**src/rtl/rbe_pkg.sv**
```systemverilog
// shared types and constants of the rle byte encoder
`default_nettype none

package rbe_pkg;

    localparam int unsigned CNT_W          = 7;
    localparam int unsigned BYTES_PER_WORD = 8;
    localparam int unsigned WORD_W         = 64;
    localparam int unsigned BCNT_W         = 4;
    localparam int unsigned RESULT_LIMIT   = 16;
    localparam int unsigned NRES_W         = 5;

    localparam logic [7:0] RUN_FLAG = 8'h80;

    // one work step for the back end, carried out in field order:
    // store write, run packet, literal packet, step close
    typedef struct packed {
        logic             push;
        logic             run;
        logic             flush;
        logic             step_end;
        logic             blk_end;
        logic [7:0]       data;
        logic [CNT_W-1:0] idx;
        logic [CNT_W-1:0] run_len;
        logic [CNT_W-1:0] flush_len;
    } t_cmd;

    typedef struct packed {
        logic [WORD_W-1:0] packed_bytes;
        logic [BCNT_W-1:0] byte_count;
        logic              last_of_run;
        logic              block_done;
    } t_word;

endpackage

`default_nettype wire

```
**src/rtl/rbe_fifo.sv**
```systemverilog
// small register-based first-in first-out queue
`default_nettype none

module rbe_fifo #(
    parameter int unsigned WIDTH = 8,
    parameter int unsigned DEPTH = 4
) (
    input  wire logic             i_clk,
    input  wire logic             i_rst_n,
    input  wire logic             i_wr_valid,
    output logic                  o_wr_ready,
    input  wire logic [WIDTH-1:0] i_wr_data,
    output logic                  o_rd_valid,
    input  wire logic             i_rd_ready,
    output logic [WIDTH-1:0]      o_rd_data
);

    localparam int unsigned PW = (DEPTH > 1) ? $clog2(DEPTH) : 1;
    localparam int unsigned CW = $clog2(DEPTH + 1);

    logic [WIDTH-1:0] r_mem [DEPTH];
    logic [PW-1:0]    r_wp, n_wp;
    logic [PW-1:0]    r_rp, n_rp;
    logic [CW-1:0]    r_cnt, n_cnt;
    logic             w_wr, w_rd;

    assign o_wr_ready = (r_cnt != CW'(DEPTH));
    assign o_rd_valid = (r_cnt != '0);
    assign o_rd_data  = r_mem[r_rp];
    assign w_wr       = i_wr_valid && o_wr_ready;
    assign w_rd       = o_rd_valid && i_rd_ready;

    always_comb begin
        n_wp  = r_wp;
        n_rp  = r_rp;
        n_cnt = r_cnt;
        if (w_wr) begin
            n_wp = (r_wp == PW'(DEPTH - 1)) ? '0 : r_wp + 1'b1;
        end
        if (w_rd) begin
            n_rp = (r_rp == PW'(DEPTH - 1)) ? '0 : r_rp + 1'b1;
        end
        if (w_wr && !w_rd) begin
            n_cnt = r_cnt + 1'b1;
        end else if (w_rd && !w_wr) begin
            n_cnt = r_cnt - 1'b1;
        end
    end

    always_ff @(posedge i_clk) begin
        if (!i_rst_n) begin
            r_wp  <= '0;
            r_rp  <= '0;
            r_cnt <= '0;
        end else begin
            r_wp  <= n_wp;
            r_rp  <= n_rp;
            r_cnt <= n_cnt;
        end
    end

    always_ff @(posedge i_clk) begin
        if (w_wr) begin
            r_mem[r_wp] <= i_wr_data;
        end
    end

endmodule

`default_nettype wire

```
**src/rtl/rbe_front.sv**
```systemverilog
// front end: takes raw bytes, classifies runs and literals, issues commands
`default_nettype none

module rbe_front #(
    parameter int unsigned MAX_PACKET = 127
) (
    input  wire logic         i_clk,
    input  wire logic         i_rst_n,
    input  wire logic         i_in_valid,
    output logic              o_in_ready,
    input  wire logic [7:0]   i_data_byte,
    input  wire logic         i_block_end,
    output logic              o_cmd_valid,
    input  wire logic         i_cmd_ready,
    output rbe_pkg::t_cmd     o_cmd
);

    localparam int unsigned CW = rbe_pkg::CNT_W;
    localparam logic [CW-1:0] MAX_C  = CW'(MAX_PACKET);
    localparam logic [CW-1:0] MAX_M1 = CW'(MAX_PACKET - 1);

    typedef struct packed {
        logic          in_lit;
        logic [CW-1:0] run_extra;
        logic [CW-1:0] lit_cnt;
    } t_scan;

    typedef struct packed {
        t_scan         st;
        rbe_pkg::t_cmd cmd;
    } t_take;

    // classify byte c, given whether it equals the byte after it
    function automatic t_take take_byte(input t_scan st, input logic [7:0] c, input logic eq);
        t_take r;
        r          = '0;
        r.st       = st;
        r.cmd.data = c;
        if (!st.in_lit) begin
            if (eq && (st.run_extra < MAX_M1)) begin
                r.st.run_extra = st.run_extra + 1'b1;
                return r;
            end
            if (st.run_extra != '0) begin
                r.cmd.run      = 1'b1;
                r.cmd.run_len  = st.run_extra + 1'b1;
                r.st.in_lit    = 1'b1;
                r.st.run_extra = '0;
                r.st.lit_cnt   = '0;
                return r;
            end
            r.st.in_lit  = 1'b1;
            r.st.lit_cnt = '0;
        end
        if (eq) begin
            // a run starts here: close the literal, possibly empty
            r.cmd.flush     = 1'b1;
            r.cmd.flush_len = r.st.lit_cnt;
            r.st.in_lit     = 1'b0;
            r.st.run_extra  = CW'(1);
            r.st.lit_cnt    = '0;
            return r;
        end
        if (r.st.lit_cnt < MAX_C) begin
            r.cmd.push   = 1'b1;
            r.cmd.idx    = r.st.lit_cnt;
            r.st.lit_cnt = r.st.lit_cnt + 1'b1;
        end
        if (r.st.lit_cnt >= MAX_C) begin
            r.cmd.flush     = 1'b1;
            r.cmd.flush_len = r.st.lit_cnt;
            r.st            = '0;
        end
        return r;
    endfunction

    t_scan      r_scan;
    logic [7:0] r_held_byte;
    logic       r_held_v;
    logic       r_busy;
    logic [7:0] r_end_byte;

    t_take      w_held;
    t_take      w_first;
    t_take      w_last;
    logic       w_accept;

    assign o_in_ready = !r_busy && i_cmd_ready;
    assign w_accept   = i_in_valid && o_in_ready;

    always_comb begin
        w_held  = take_byte(r_scan, r_held_byte, r_held_byte == i_data_byte);
        w_first = '0;
        if (r_held_v) begin
            w_first = w_held;
        end else begin
            w_first.st = r_scan;
        end

        // final byte counts as unequal to its successor, then everything flushes
        w_last = take_byte(r_scan, r_end_byte, 1'b0);
        if (w_last.st.in_lit) begin
            w_last.cmd.flush     = 1'b1;
            w_last.cmd.flush_len = w_last.st.lit_cnt;
        end
        w_last.cmd.step_end = 1'b1;
        w_last.cmd.blk_end  = 1'b1;

        if (r_busy) begin
            o_cmd_valid = 1'b1;
            o_cmd       = w_last.cmd;
        end else begin
            o_cmd_valid       = w_accept && (!i_block_end || r_held_v);
            o_cmd             = w_first.cmd;
            o_cmd.step_end    = !i_block_end;
        end
    end

    always_ff @(posedge i_clk) begin
        if (!i_rst_n) begin
            r_scan      <= '0;
            r_held_byte <= '0;
            r_held_v    <= 1'b0;
            r_busy      <= 1'b0;
        end else if (r_busy) begin
            if (i_cmd_ready) begin
                r_scan <= '0;
                r_busy <= 1'b0;
            end
        end else if (w_accept) begin
            r_scan <= w_first.st;
            if (i_block_end) begin
                r_held_byte <= '0;
                r_held_v    <= 1'b0;
                r_busy      <= 1'b1;
            end else begin
                r_held_byte <= i_data_byte;
                r_held_v    <= 1'b1;
            end
        end
    end

    always_ff @(posedge i_clk) begin
        if (w_accept) begin
            r_end_byte <= i_data_byte;
        end
    end

    a_scan_counts : assert property (@(posedge i_clk) disable iff (!i_rst_n)
        (r_scan.in_lit |-> (r_scan.lit_cnt < MAX_C && r_scan.run_extra == '0)) and
        (!r_scan.in_lit |-> (r_scan.lit_cnt == '0 && r_scan.run_extra < MAX_C)))
        else $error("scan counters out of range");

    a_end_clears_held : assert property (@(posedge i_clk) disable iff (!i_rst_n)
        (w_accept && i_block_end) |=> (r_busy && !r_held_v))
        else $error("block end did not enter the flush phase");

endmodule

`default_nettype wire

```
**src/rtl/rbe_back.sv**
```systemverilog
// back end: carries out commands, holds the literal store, packs output words
`default_nettype none

module rbe_back #(
    parameter int unsigned MAX_PACKET = 127
) (
    input  wire logic          i_clk,
    input  wire logic          i_rst_n,
    input  wire logic          i_cmd_valid,
    output logic               o_cmd_ready,
    input  wire rbe_pkg::t_cmd i_cmd,
    output logic               o_word_valid,
    input  wire logic          i_word_ready,
    output rbe_pkg::t_word     o_word
);

    localparam int unsigned CW = rbe_pkg::CNT_W;
    localparam int unsigned AW = $clog2(MAX_PACKET);
    localparam int unsigned NW = rbe_pkg::NRES_W;
    localparam int unsigned BW = rbe_pkg::BCNT_W;
    localparam int unsigned WW = rbe_pkg::WORD_W;

    localparam logic [NW-1:0] LIMIT    = NW'(rbe_pkg::RESULT_LIMIT);
    localparam logic [NW-1:0] LIMIT_M1 = NW'(rbe_pkg::RESULT_LIMIT - 1);
    localparam logic [BW-1:0] PK_FULL  = BW'(rbe_pkg::BYTES_PER_WORD);

    localparam logic [2:0] S_IDLE  = 3'd0;
    localparam logic [2:0] S_RUN_H = 3'd1;
    localparam logic [2:0] S_RUN_B = 3'd2;
    localparam logic [2:0] S_LIT_H = 3'd3;
    localparam logic [2:0] S_LIT_D = 3'd4;
    localparam logic [2:0] S_END   = 3'd5;

    logic [2:0]     r_state, n_state;
    rbe_pkg::t_cmd  r_cmd, n_cmd;
    logic [WW-1:0]  r_pk_data, n_pk_data;
    logic [BW-1:0]  r_pk_cnt, n_pk_cnt;
    logic [WW-1:0]  r_carry_data, n_carry_data;
    logic [BW-1:0]  r_carry_cnt, n_carry_cnt;
    logic           r_carry_v, n_carry_v;
    logic [NW-1:0]  r_nres, n_nres;
    logic [CW-1:0]  r_lidx, n_lidx;

    logic [7:0]     r_mem [MAX_PACKET];
    logic [7:0]     r_rd_data;

    logic           w_byte_v;
    logic [7:0]     w_byte;
    logic           w_adv;
    logic           w_rd_en;
    logic [CW-1:0]  w_rd_addr;
    logic           w_wr_en;
    logic [2:0]     w_after_run;
    logic [2:0]     w_after_lit;

    assign o_cmd_ready = (r_state == S_IDLE);
    assign w_wr_en     = o_cmd_ready && i_cmd_valid && i_cmd.push;

    assign w_after_lit = r_cmd.step_end ? S_END : S_IDLE;
    assign w_after_run = r_cmd.flush ? S_LIT_H : w_after_lit;

    always_comb begin
        unique case (r_state)
            S_RUN_H: w_byte = rbe_pkg::RUN_FLAG | {1'b0, r_cmd.run_len};
            S_RUN_B: w_byte = r_cmd.data;
            S_LIT_H: w_byte = {1'b0, r_cmd.flush_len};
            S_LIT_D: w_byte = r_rd_data;
            default: w_byte = '0;
        endcase
        w_byte_v = (r_state == S_RUN_H) || (r_state == S_RUN_B) ||
                   (r_state == S_LIT_H) || (r_state == S_LIT_D);
    end

    always_comb begin
        n_state      = r_state;
        n_cmd        = r_cmd;
        n_pk_data    = r_pk_data;
        n_pk_cnt     = r_pk_cnt;
        n_carry_data = r_carry_data;
        n_carry_cnt  = r_carry_cnt;
        n_carry_v    = r_carry_v;
        n_nres       = r_nres;
        n_lidx       = r_lidx;
        w_adv        = 1'b0;
        w_rd_en      = 1'b0;
        w_rd_addr    = '0;
        o_word_valid = 1'b0;
        o_word       = '0;

        // byte packer: a full word is held until the next byte shows it is not the last
        if (w_byte_v) begin
            if (r_pk_cnt != PK_FULL) begin
                n_pk_data[{r_pk_cnt[2:0], 3'b000} +: 8] = w_byte;
                n_pk_cnt = r_pk_cnt + 1'b1;
                w_adv    = 1'b1;
            end else if (r_nres == LIMIT) begin
                // beyond what the carry word can hold
                w_adv = 1'b1;
            end else if (r_carry_v) begin
                o_word_valid       = 1'b1;
                o_word.packed_bytes = r_carry_data;
                o_word.byte_count  = r_carry_cnt;
                o_word.block_done  = 1'b1;
                if (i_word_ready) begin
                    n_carry_v = 1'b0;
                    n_nres    = r_nres + 1'b1;
                end
            end else begin
                o_word_valid        = 1'b1;
                o_word.packed_bytes = r_pk_data;
                o_word.byte_count   = r_pk_cnt;
                o_word.last_of_run  = (r_nres == LIMIT_M1);
                if (i_word_ready) begin
                    n_nres    = r_nres + 1'b1;
                    n_pk_data = {{(WW - 8){1'b0}}, w_byte};
                    n_pk_cnt  = BW'(1);
                    w_adv     = 1'b1;
                end
            end
        end

        unique case (r_state)
            S_IDLE: begin
                if (i_cmd_valid) begin
                    n_cmd = i_cmd;
                    if (i_cmd.run) begin
                        n_state = S_RUN_H;
                    end else if (i_cmd.flush) begin
                        n_state = S_LIT_H;
                    end else if (i_cmd.step_end && (r_carry_v || r_pk_cnt != '0)) begin
                        n_state = S_END;
                    end else if (i_cmd.step_end) begin
                        n_nres = '0;
                    end
                end
            end
            S_RUN_H: begin
                if (w_adv) begin
                    n_state = S_RUN_B;
                end
            end
            S_RUN_B: begin
                if (w_adv) begin
                    n_state = w_after_run;
                end
            end
            S_LIT_H: begin
                if (w_adv) begin
                    if (r_cmd.flush_len != '0) begin
                        w_rd_en   = 1'b1;
                        w_rd_addr = '0;
                        n_lidx    = '0;
                        n_state   = S_LIT_D;
                    end else begin
                        n_state = w_after_lit;
                    end
                end
            end
            S_LIT_D: begin
                if (w_adv) begin
                    if (({1'b0, r_lidx} + 8'd1) < {1'b0, r_cmd.flush_len}) begin
                        w_rd_en   = 1'b1;
                        w_rd_addr = r_lidx + 1'b1;
                        n_lidx    = r_lidx + 1'b1;
                    end else begin
                        n_state = w_after_lit;
                    end
                end
            end
            S_END: begin
                if (r_carry_v) begin
                    // leftover word of an overlong flush goes out first
                    o_word_valid        = 1'b1;
                    o_word.packed_bytes = r_carry_data;
                    o_word.byte_count   = r_carry_cnt;
                    o_word.last_of_run  = (r_pk_cnt == '0);
                    o_word.block_done   = 1'b1;
                    if (i_word_ready) begin
                        n_carry_v = 1'b0;
                        if (r_pk_cnt == '0) begin
                            n_nres  = '0;
                            n_state = S_IDLE;
                        end else begin
                            n_nres = r_nres + 1'b1;
                        end
                    end
                end else if (r_pk_cnt != '0) begin
                    if (r_nres != LIMIT) begin
                        o_word_valid        = 1'b1;
                        o_word.packed_bytes = r_pk_data;
                        o_word.byte_count   = r_pk_cnt;
                        o_word.last_of_run  = 1'b1;
                        o_word.block_done   = r_cmd.blk_end;
                        if (i_word_ready) begin
                            n_pk_data = '0;
                            n_pk_cnt  = '0;
                            n_nres    = '0;
                            n_state   = S_IDLE;
                        end
                    end else begin
                        n_carry_data = r_pk_data;
                        n_carry_cnt  = r_pk_cnt;
                        n_carry_v    = 1'b1;
                        n_pk_data    = '0;
                        n_pk_cnt     = '0;
                        n_nres       = '0;
                        n_state      = S_IDLE;
                    end
                end else begin
                    n_nres  = '0;
                    n_state = S_IDLE;
                end
            end
            default: begin
                n_state = S_IDLE;
            end
        endcase
    end

    always_ff @(posedge i_clk) begin
        if (!i_rst_n) begin
            r_state   <= S_IDLE;
            r_pk_data <= '0;
            r_pk_cnt  <= '0;
            r_carry_v <= 1'b0;
            r_nres    <= '0;
        end else begin
            r_state   <= n_state;
            r_pk_data <= n_pk_data;
            r_pk_cnt  <= n_pk_cnt;
            r_carry_v <= n_carry_v;
            r_nres    <= n_nres;
        end
    end

    always_ff @(posedge i_clk) begin
        r_cmd        <= n_cmd;
        r_carry_data <= n_carry_data;
        r_carry_cnt  <= n_carry_cnt;
        r_lidx       <= n_lidx;
    end

    // literal store
    always_ff @(posedge i_clk) begin
        if (w_wr_en) begin
            r_mem[i_cmd.idx[AW-1:0]] <= i_cmd.data;
        end
    end

    always_ff @(posedge i_clk) begin
        if (w_rd_en) begin
            r_rd_data <= r_mem[w_rd_addr[AW-1:0]];
        end
    end

    a_counts_bounded : assert property (@(posedge i_clk) disable iff (!i_rst_n)
        (r_pk_cnt <= PK_FULL) && (r_nres <= LIMIT))
        else $error("packer or word count out of range");

    a_word_size : assert property (@(posedge i_clk) disable iff (!i_rst_n)
        o_word_valid |-> (o_word.byte_count != '0 && o_word.byte_count <= PK_FULL))
        else $error("output word with bad byte count");

    a_store_read_range : assert property (@(posedge i_clk) disable iff (!i_rst_n)
        (r_state == S_LIT_D) |-> (r_lidx < r_cmd.flush_len))
        else $error("literal read past the open literal");

endmodule

`default_nettype wire

```
**src/rtl/rle_byte_encoder.sv**
```systemverilog
// top level of the run-length byte encoder (packet headers: bit 7 marks a run, low bits hold the byte count)
//
//  channel   | handshake               | payload
//  ----------+-------------------------+--------------------------------------------------
//  input     | i_in_valid / o_in_ready | i_data_byte, i_block_end
//  output    | o_out_valid/i_out_ready | o_packed_bytes, o_byte_count, o_last_of_run,
//            |                         | o_block_done
//
//  one byte accepted per cycle while the command queue has room; a block-end byte holds
//  the input until its flush command is issued
//  back end: takes a command while idle, then handles each encoded byte in turn (one
//  literal store read or packer write each), and closes a step that produced words
//  reset clears the state registers, counters and queue pointers; the literal store is
//  not cleared and needs no sweep
//  the output queue absorbs word bursts, so a stalled sink backs up into the input only
//  once both queues are full
`default_nettype none

module rle_byte_encoder #(
    parameter int unsigned MAX_PACKET = 127,
    parameter int unsigned CMD_DEPTH  = 4,
    parameter int unsigned OUT_DEPTH  = 8
) (
    input  wire logic        i_clk,
    input  wire logic        i_rst_n,
    input  wire logic        i_in_valid,
    output logic             o_in_ready,
    input  wire logic [7:0]  i_data_byte,
    input  wire logic        i_block_end,
    output logic             o_out_valid,
    input  wire logic        i_out_ready,
    output logic [63:0]      o_packed_bytes,
    output logic [3:0]       o_byte_count,
    output logic             o_last_of_run,
    output logic             o_block_done
);

    localparam int unsigned CMD_W  = $bits(rbe_pkg::t_cmd);
    localparam int unsigned WORD_W = $bits(rbe_pkg::t_word);

    rbe_pkg::t_cmd  w_fe_cmd;
    logic           w_fe_valid;
    logic           w_fe_ready;
    logic [CMD_W-1:0] w_q_cmd;
    rbe_pkg::t_cmd  w_be_cmd;
    logic           w_be_valid;
    logic           w_be_ready;
    rbe_pkg::t_word w_word;
    logic           w_word_valid;
    logic           w_word_ready;
    logic [WORD_W-1:0] w_q_word;
    rbe_pkg::t_word w_out;

    rbe_front #(
        .MAX_PACKET (MAX_PACKET)
    ) u_front (
        .i_clk       (i_clk),
        .i_rst_n     (i_rst_n),
        .i_in_valid  (i_in_valid),
        .o_in_ready  (o_in_ready),
        .i_data_byte (i_data_byte),
        .i_block_end (i_block_end),
        .o_cmd_valid (w_fe_valid),
        .i_cmd_ready (w_fe_ready),
        .o_cmd       (w_fe_cmd)
    );

    rbe_fifo #(
        .WIDTH (CMD_W),
        .DEPTH (CMD_DEPTH)
    ) u_cmd_q (
        .i_clk      (i_clk),
        .i_rst_n    (i_rst_n),
        .i_wr_valid (w_fe_valid),
        .o_wr_ready (w_fe_ready),
        .i_wr_data  (w_fe_cmd),
        .o_rd_valid (w_be_valid),
        .i_rd_ready (w_be_ready),
        .o_rd_data  (w_q_cmd)
    );

    assign w_be_cmd = rbe_pkg::t_cmd'(w_q_cmd);

    rbe_back #(
        .MAX_PACKET (MAX_PACKET)
    ) u_back (
        .i_clk        (i_clk),
        .i_rst_n      (i_rst_n),
        .i_cmd_valid  (w_be_valid),
        .o_cmd_ready  (w_be_ready),
        .i_cmd        (w_be_cmd),
        .o_word_valid (w_word_valid),
        .i_word_ready (w_word_ready),
        .o_word       (w_word)
    );

    rbe_fifo #(
        .WIDTH (WORD_W),
        .DEPTH (OUT_DEPTH)
    ) u_out_q (
        .i_clk      (i_clk),
        .i_rst_n    (i_rst_n),
        .i_wr_valid (w_word_valid),
        .o_wr_ready (w_word_ready),
        .i_wr_data  (w_word),
        .o_rd_valid (o_out_valid),
        .i_rd_ready (i_out_ready),
        .o_rd_data  (w_q_word)
    );

    assign w_out          = rbe_pkg::t_word'(w_q_word);
    assign o_packed_bytes = w_out.packed_bytes;
    assign o_byte_count   = w_out.byte_count;
    assign o_last_of_run  = w_out.last_of_run;
    assign o_block_done   = w_out.block_done;

endmodule

`default_nettype wire
```
**config.mk**
```make
export PLATFORM = sky130hd
export DESIGN_NAME = rle_byte_encoder
export DESIGN_NICKNAME = d
export VERILOG_FILES = /design/src/rtl/rbe_pkg.sv /design/src/rtl/rbe_fifo.sv /design/src/rtl/rbe_front.sv /design/src/rtl/rbe_back.sv /design/src/rtl/rle_byte_encoder.sv
export SDC_FILE = /design/constraint.sdc
export NUM_CORES = 2
export LEC_CHECK = 0
export BUFFER_PORTS_ARGS = -buffer_cell sky130_fd_sc_hd__buf_2
export CAP_MARGIN = 25
export CORE_MARGIN = 10
export CORE_UTILIZATION = 40
export DETAILED_ROUTE_END_ITERATION = 8
export PLACE_DENSITY = 0.61
export SLEW_MARGIN = 10
export SYNTH_ARGS = -nofsm -noshare
export SYNTH_HDL_FRONTEND = slang
export SYNTH_SLANG_ARGS = --single-unit
```
**constraint.sdc**
```tcl
create_clock -name i_clk -period 7.7 [get_ports i_clk]
set_input_delay 1.54 -clock i_clk [delete_from_list [all_inputs] [get_ports i_clk]]
set_output_delay 1.54 -clock i_clk [all_outputs]
set_load 0.005 [all_outputs]
```
* Word-level counts from Yosys, hierarchy flattened
Memory sizes are Yosys's and may differ from the RTL's. A register that Yosys moved wholly into a read port is not among the register bits.
Cells that the tools add are included.
** Storage, ports and cells
- Output and inout port bits :: 72
- Word-level logic and storage cells :: 323
- Register bits after elaboration :: 227
- Memories kept :: 3
- Memory bits (writable) :: 1712
- Latch bits :: 0
- ROM bits :: 0
- Input bits :: 13
** Cells by class
- Mux-type cells :: 192
- Equality and inequality tests :: 30
- Order comparisons :: 6
- Bitwise operators :: 3
- Reduce and logical (&&, ||, !) cells :: 44
- Shifts and indexed selects :: 2
- Multipliers :: 0
- Divide/modulo/power cells :: 0
- Add/subtract/negate cells :: 16
** Memories
- u_back.r_mem :: depth 127, bits a word 8, rd ports 1, clocked after memory_dff 1, write ports 1, RTL line rbe_back.sv:44 : logic [7:0] r_mem [MAX_PACKET];
- u_out_q.r_mem :: depth 8, bits a word 70, rd ports 1, clocked after memory_dff 1, write ports 1, RTL line rbe_fifo.sv:21 : logic [WIDTH-1:0] r_mem [DEPTH];
- u_cmd_q.r_mem :: depth 4, bits a word 34, rd ports 1, clocked after memory_dff 1, write ports 1, RTL line rbe_fifo.sv:21
** Operator list (count)
- 64-bit two-way mux :: 10
- 49-bit two-way mux :: 10
- 70-bit two-way mux :: 7
- 15-bit two-way mux :: 13
- 7-bit two-way mux :: 21
- 5-bit two-way mux :: 15
- 3-bit two-way mux :: 24
- 34-bit two-way mux :: 2
- 68-bit two-way mux :: 1
- 64-bit bitwise mux :: 1
- 8-bit by 8-bit variable shift with 64-bit output, first input constant :: 1
- 8-bit by 8-bit variable part select with 64-bit output :: 1
- 1-bit two-way mux :: 61
- 4-bit two-way mux :: 12
- 8-bit two-way mux :: 6
- 8-bit case mux with 4 select lines :: 1
- 7-bit by 1-bit adder with 7-bit output, second input constant :: 4
- 7-bit less-than comparator, second input constant :: 3
- 3-bit case mux with 6 select lines :: 1
- 7-bit >= comparator, second input constant :: 2
- 1-bit logical AND :: 14
- 7-bit case mux with 2 select lines :: 1
- 7-bit nonzero test :: 2
- 3-bit == test, second input constant :: 4
- 39 further kinds :: 76

* Longest topological paths before layout
- Depth after elaboration :: 22
- Mapped depth :: 20
- Mapped depth without buffers :: 16

* Cells and area by module
Synthesis repeated with hierarchy kept, for this count alone.
** Second synthesis, totals
- Cell total of the unflattened synthesis :: 4835
- Area, all modules :: 77020.1 sq um
** By module, submodules not included
- rbe_back :: area each 47533.1 sq um, sequential area each 35293.8 sq um, cells each 3390, instances 1
- rbe_fifo (u_out_q) :: area each 21677.0 sq um, sequential area each 17076.4 sq um, cells each 885, instances 1
- rbe_fifo (u_cmd_q) :: area each 5385.2 sq um, sequential area each 4264.1 sq um, cells each 229, instances 1
- rbe_front :: area each 2424.8 sq um, sequential area each 740.7 sq um, cells each 331, instances 1

* Least setup slack after synthesis
OpenSTA, ideal clock, no wires.
- Path type :: register -> register
- Start point :: register u_back.r_state[0]
- End point :: memory u_out_q.r_mem[2][0] (netlist name) (enable)
- Slack :: 0.042 ns
- Path buffers :: 2
- Setup time :: 0.599 ns
- Data arrival time :: 7.059 ns
- Stages on the path, launching flop included :: 11
- Required time :: 7.101 ns
- Cells stage by stage :: dfxtp_1 > buf_2 > nor2_1 > xnor2_1 > and2_1 > clkbuf_1 > o21ai_0 > o21ai_0 > nand2_1 > or2_2 > nor3b_1
** Between the ends
- Word-level cells in the longest chain between the ends :: 12
** RTL lines
- start, declared :: RTL line rbe_back.sv:34 : logic [2:0] r_state, n_state;
- start signal, assigned :: RTL line rbe_back.sv:228 : r_state <= n_state;
- 3-bit by 1-bit == test with 1-bit output / 3-bit by 2-bit == test with 1-bit output (equally long branches) :: RTL line rbe_back.sv:70 : w_byte_v = (r_state == S_RUN_H) || (r_state == S_RUN_B) ||
- 1-bit logical OR (2 in series) :: RTL line rbe_back.sv:70
- 1-bit logical OR :: RTL line rbe_back.sv:71 : (r_state == S_LIT_H) || (r_state == S_LIT_D);
- 1-bit two-way mux :: RTL line rbe_back.sv:91 : if (w_byte_v) begin
- 1-bit two-way mux :: RTL line rbe_back.sv:188 : if (r_nres != LIMIT) begin
- 1-bit two-way mux :: RTL line rbe_back.sv:187 : end else if (r_pk_cnt != '0) begin
- 1-bit two-way mux :: RTL line rbe_back.sv:171 : if (r_carry_v) begin
- 1-bit two-way mux * :: RTL line rbe_back.sv:122 : unique case (r_state)
- 1-bit logical AND * :: RTL line rbe_fifo.sv:30 : assign w_wr = i_wr_valid && o_wr_ready;
- 1-bit two-way mux * :: RTL line rbe_fifo.sv:63 : if (w_wr) begin
- 1-bit two-way mux (not written as such) * :: RTL line rbe_fifo.sv:64 : r_mem[r_wp] <= i_wr_data;
- end, declared :: RTL line rbe_fifo.sv:21
Every way passes the cells marked *; elsewhere a longest branch is shown, timed or not.

* Worst setup path after layout
- Start point :: register u_back.r_lidx[0]
- End point :: register u_back.r_rd_data[0] (read register of u_back.r_mem), data pin
** Between the ends
- Word-level cells in the longest chain between the ends :: 5
** RTL lines
- start, declared :: RTL line rbe_back.sv:42 : logic [CW-1:0] r_lidx, n_lidx;
- start signal, assigned :: RTL line rbe_back.sv:240 : r_lidx <= n_lidx;
- 7-bit by 1-bit adder with 8-bit output :: RTL line rbe_back.sv:161 : if (({1'b0, r_lidx} + 8'd1) < {1'b0, r_cmd.flush_len}) begin
- 8-bit by 7-bit less-than comparator with 1-bit output :: RTL line rbe_back.sv:161
- 1-bit two-way mux / 7-bit two-way mux (equally long branches) :: RTL line rbe_back.sv:161
- 1-bit two-way mux / 7-bit two-way mux (equally long branches) :: RTL line rbe_back.sv:160 : if (w_adv) begin
- 1-bit case mux with 2 select lines / 7-bit two-way mux (equally long branches)
- end, declared :: RTL line rbe_back.sv:45 : logic [7:0] r_rd_data;
Parallel ways exist; a longest one is shown, timed or not.
A chain may end at the register's enable or synchronous reset.

==> flow_summary.yaml <==
status:
  outcome: "finished, final reports clean"
critical_path:
  worst_path_most_repeated_cell: "a211oi_1"
  crit_start: "u_back.r_lidx[0]$_SDFFCE_PP0P_"
  worstPathMaxFanout: 77
  worstSetupStartpointType: "flip-flop"
  cp_slowest_stage_delay_ns: 0.79
  critPathBufInv: 4
  crit_slowest_cell: "o22a_1"
  crit_arrival_ns: 6.82
  reg2reg_from: "u_back.r_lidx[0]$_SDFFCE_PP0P_"
  endpoint_kind: "flip-flop"
  crit_chain: "buf_12 > nand3_1 > xor2_1 > inv_1 > ha_1 > a211oi_1 > o22a_1 > buf_4 > and2_4 > buf_4 > a211oi_1 > a211oi_1 > a21oi_1 > a211o_1 > a221oi_1 > o32a_1"
  timing_worst_setup_path_type: "flip-flop to flip-flop"
  path_delay_family: "compound AO/OA/AOI/OAI gates"
  crit_required_ns: 8.40
clock_tree:
  cts_setup_buffers: 0
  cts.htree.levels: 4
  cts_resized: 0
  cts.sinks: 1952
  insertion_delay_ns: 0.83
  clk_path_buf_depth: 3
  numCtsBuffers: 190
  clk_pin_slew_ns: 0.06
  root_buffer: "clkbuf_16"
  cts_tree: "done"
  cts_hold_buffers: 0
finish:
  syn2layout_area_growth_pct: 12.1
  final_area_um2: 87500
  multi_input_area_um2: 19300
  drive_above_1_share_pct: 14.9
  fin_nets: 5237
  nFillCells: 16800
  seq_area_um2: 57400
  n_antenna_cell: 0
detailed_routing:
  wl_per_cell_um: 25.1
  viasPerCell: 5.71
  drt_iter0_markers: 5378
  vias: 45100
  ant_nets: 0
  drc: 0
  first_pass_iters: 6
  wl_um: 199000
worst_hold_path:
  min_from: "u_back.r_pk_data[48]$_SDFF_PN0_"
  hold_path_class: "flip-flop to flip-flop"
timing:
  rsz0062_at_grt: "no"
  tns_ns: 0
  slew_headroom_pct: 16.9
  fmaxAchievable_mhz: 163
  slew_violations: 0
  min_period_ns: 6.12
  clock_skew_ns: 0.0382
  fin_ws_ns: 1.58
  post-route-period-util_pct: 79.5
  finalSetupViolCount: 0
  worstMarginPinSlew_ns: 1.24
  finalHoldViolations: 0
logic_synthesis:
  synth_top_family_by_area: "simple AND/OR/NAND/NOR gates"
  synth_cell_type_count: 89
  synth_mux_area_share_pct: 8.32
  synth_seq_area_share_pct: 73.5
  synth_edf_count: 1828
  syn-num-nets: 5166
  synth_seq_cells: 1952
  synth_top_area_share_pct: 70.3
  synth_compound_area_share_pct: 6.80
  synthTopCellsByArea: "edfxtp_1, mux4_2, dfxtp_1"
  yosys.area_share.simple_pct: 8.48
  synth.largest_area_cell: "edfxtp_1"
  synthArstFlopShare_pct: 0
  synthAdderAreaFrac_pct: 0.564
  syn_avg_cell_area_um2: 15.2
  synth-xor-area-share_pct: 0.292
  syn_area_um2: 78000
  ys.flop_type: "edfxtp_1"
  yosys_warnings: 0
  syn_inst: 5119
place:
  io_buffers: 84
  dp_slack_ns: 1.60
  detailedPlacementHpwl_um: 115000
  post_dp_cell_area_um2: 81400
  gp_congestion: 0.878
die:
  fp.dieH_um: 462
  initial_utilization_pct: 40.1
  ioPinCount: 85
  die_w_um: 462
  die_area_um2: 213000
  rows: 162
  core_um2: 194000
grt:
  antenna_found_initial: 3
  grt_max_degree: 141
  grt_overflow_total: 0
  grt_pass1_wl_um: 295000
  grt_usage_pct: 18.2
  grt_pass1_vias: 44500
pwr:
  max-vdd-ir-drop_v: 0.000321
  power.total_uw: 27800
  p_leak_uw: 0.0268
  p_per_area_nw_per_um2: 318
job:
  cap_violations: 0
## cell usage in the layout, fill, tap and decap left out, drive strengths merged, types with 14 or more instances in the layout
| cell | n |
|---|---|
| mux2i | 136 |
| clkbuf | 244 |
| o31ai | 15 |
| and2 | 21 |
| o22ai | 36 |
| o211ai | 14 |
| nor2b | 14 |
| and3 | 37 |
| a22oi | 93 |
| a31oi | 46 |
| dfxtp | 124 |
| a211oi | 97 |
| mux2 | 92 |
| buf | 186 |
| a21oi | 295 |
| nand3 | 188 |
| ha | 32 |
| inv | 56 |
| nor3 | 46 |
| mux4 | 182 |
| edfxtp | 1828 |
| nor4 | 21 |
| nor2 | 435 |
| or3 | 34 |
| xnor2 | 17 |
| clkinv | 89 |
| a221oi | 25 |
| bufinv | 14 |
| nand4 | 19 |
| nand2 | 641 |
| o21ai | 98 |
## synthesized netlist by cell type, types with 36 or more instances
cell	number
nand2_1	640
a211oi_1	95
a21oi_1	295
inv_1	46
and3_1	37
o22ai_1	36
mux4_2	182
edfxtp_1	1828
buf_1	41
nor3_1	43
o21ai_0	96
a22oi_1	93
nor2_1	433
mux2i_1	136
nand3_1	188
clkbuf_1	180
dfxtp_1	124
mux2_2	92
buf_2	58
a31oi_1	46
## kinds of logic (layout without fill, tap and decap cells)
group           Yosys count  count (layout)
flops                  1952            1952
simple gates           1515            1515
compound gates          825             825
mux                     410             410
buf+inv                 357             592
fa+ha+maj                34              34
xor+xnor                 26              26
## power by group
group | internal [µW] | switching [µW] | total [µW]
Combinational | 1580 | 4050 | 5630
Sequential | 12700 | 269 | 13000
Clock | 5170 | 3980 | 9150
## per-stage QoR
stage,util [%],cells,hold slack (ns)
after floorplan,-,5119,0.425
after global placement,41.8,7530,0.441
after detailed placement,41.9,7536,0.448
after CTS,45.0,7892,0.455
after global routing,45.0,7896,0.472
final,45.0,7896,0.459
## state kept, by name, indices dropped and copies added, names as in the netlist, 5 cells and up, named ones only
name and flops:
u_back.r_mem 1016, u_out_q.r_mem 560, u_cmd_q.r_mem 136, u_back.r_carry_data 64, u_back.r_pk_data 64, u_back.r_cmd 25
u_front.r_scan 15, u_back.r_rd_data 8, u_front.r_end_byte 8, u_front.r_held_byte 8, u_back.r_lidx 7, u_back.r_nres 5
## layer usage
layer	share of wire, %	GRT usage [%]
met5	0.0065	0
met4	3.0	5.80
met3	7.9	3.42
met2	47	28.9
met1	42	25.3
## final timing paths
path / cells after the start / slack, ns / to
worst max-delay path: 16 / 1.58 / u_back.r_rd_data[0]$_DFFE_PP_
worst min-delay path: 0 / 0.46 / u_back.r_carry_data[48]$_DFFE_PP_
worst min register to register: 0 / 0.46 / u_back.r_carry_data[48]$_DFFE_PP_
worst max register to register: 16 / 1.58 / u_back.r_rd_data[0]$_DFFE_PP_
## worst register-to-register path: cells and delay by family (launching register included)
kind	cells	cell delay (ns)
fa+ha+maj	1	0.20
compound gates	8	2.90
flops	1	0.41
simple gates	2	0.65
buf+inv	4	1.56
xor+xnor	1	0.28
## final cells by class
class                           instances  share of cell area, %
Tap cell                             2542                   3.63
Clock inverter                        113                   1.14
Inverter                               49                  0.210
Timing Repair Buffer                  187                   1.53
Clock buffer                          243                   5.84
Sequential cell                      1952                   65.6
Multi-Input combinational cell       2810                   22.1
Note: power is estimated with default switching activity, not from simulation.
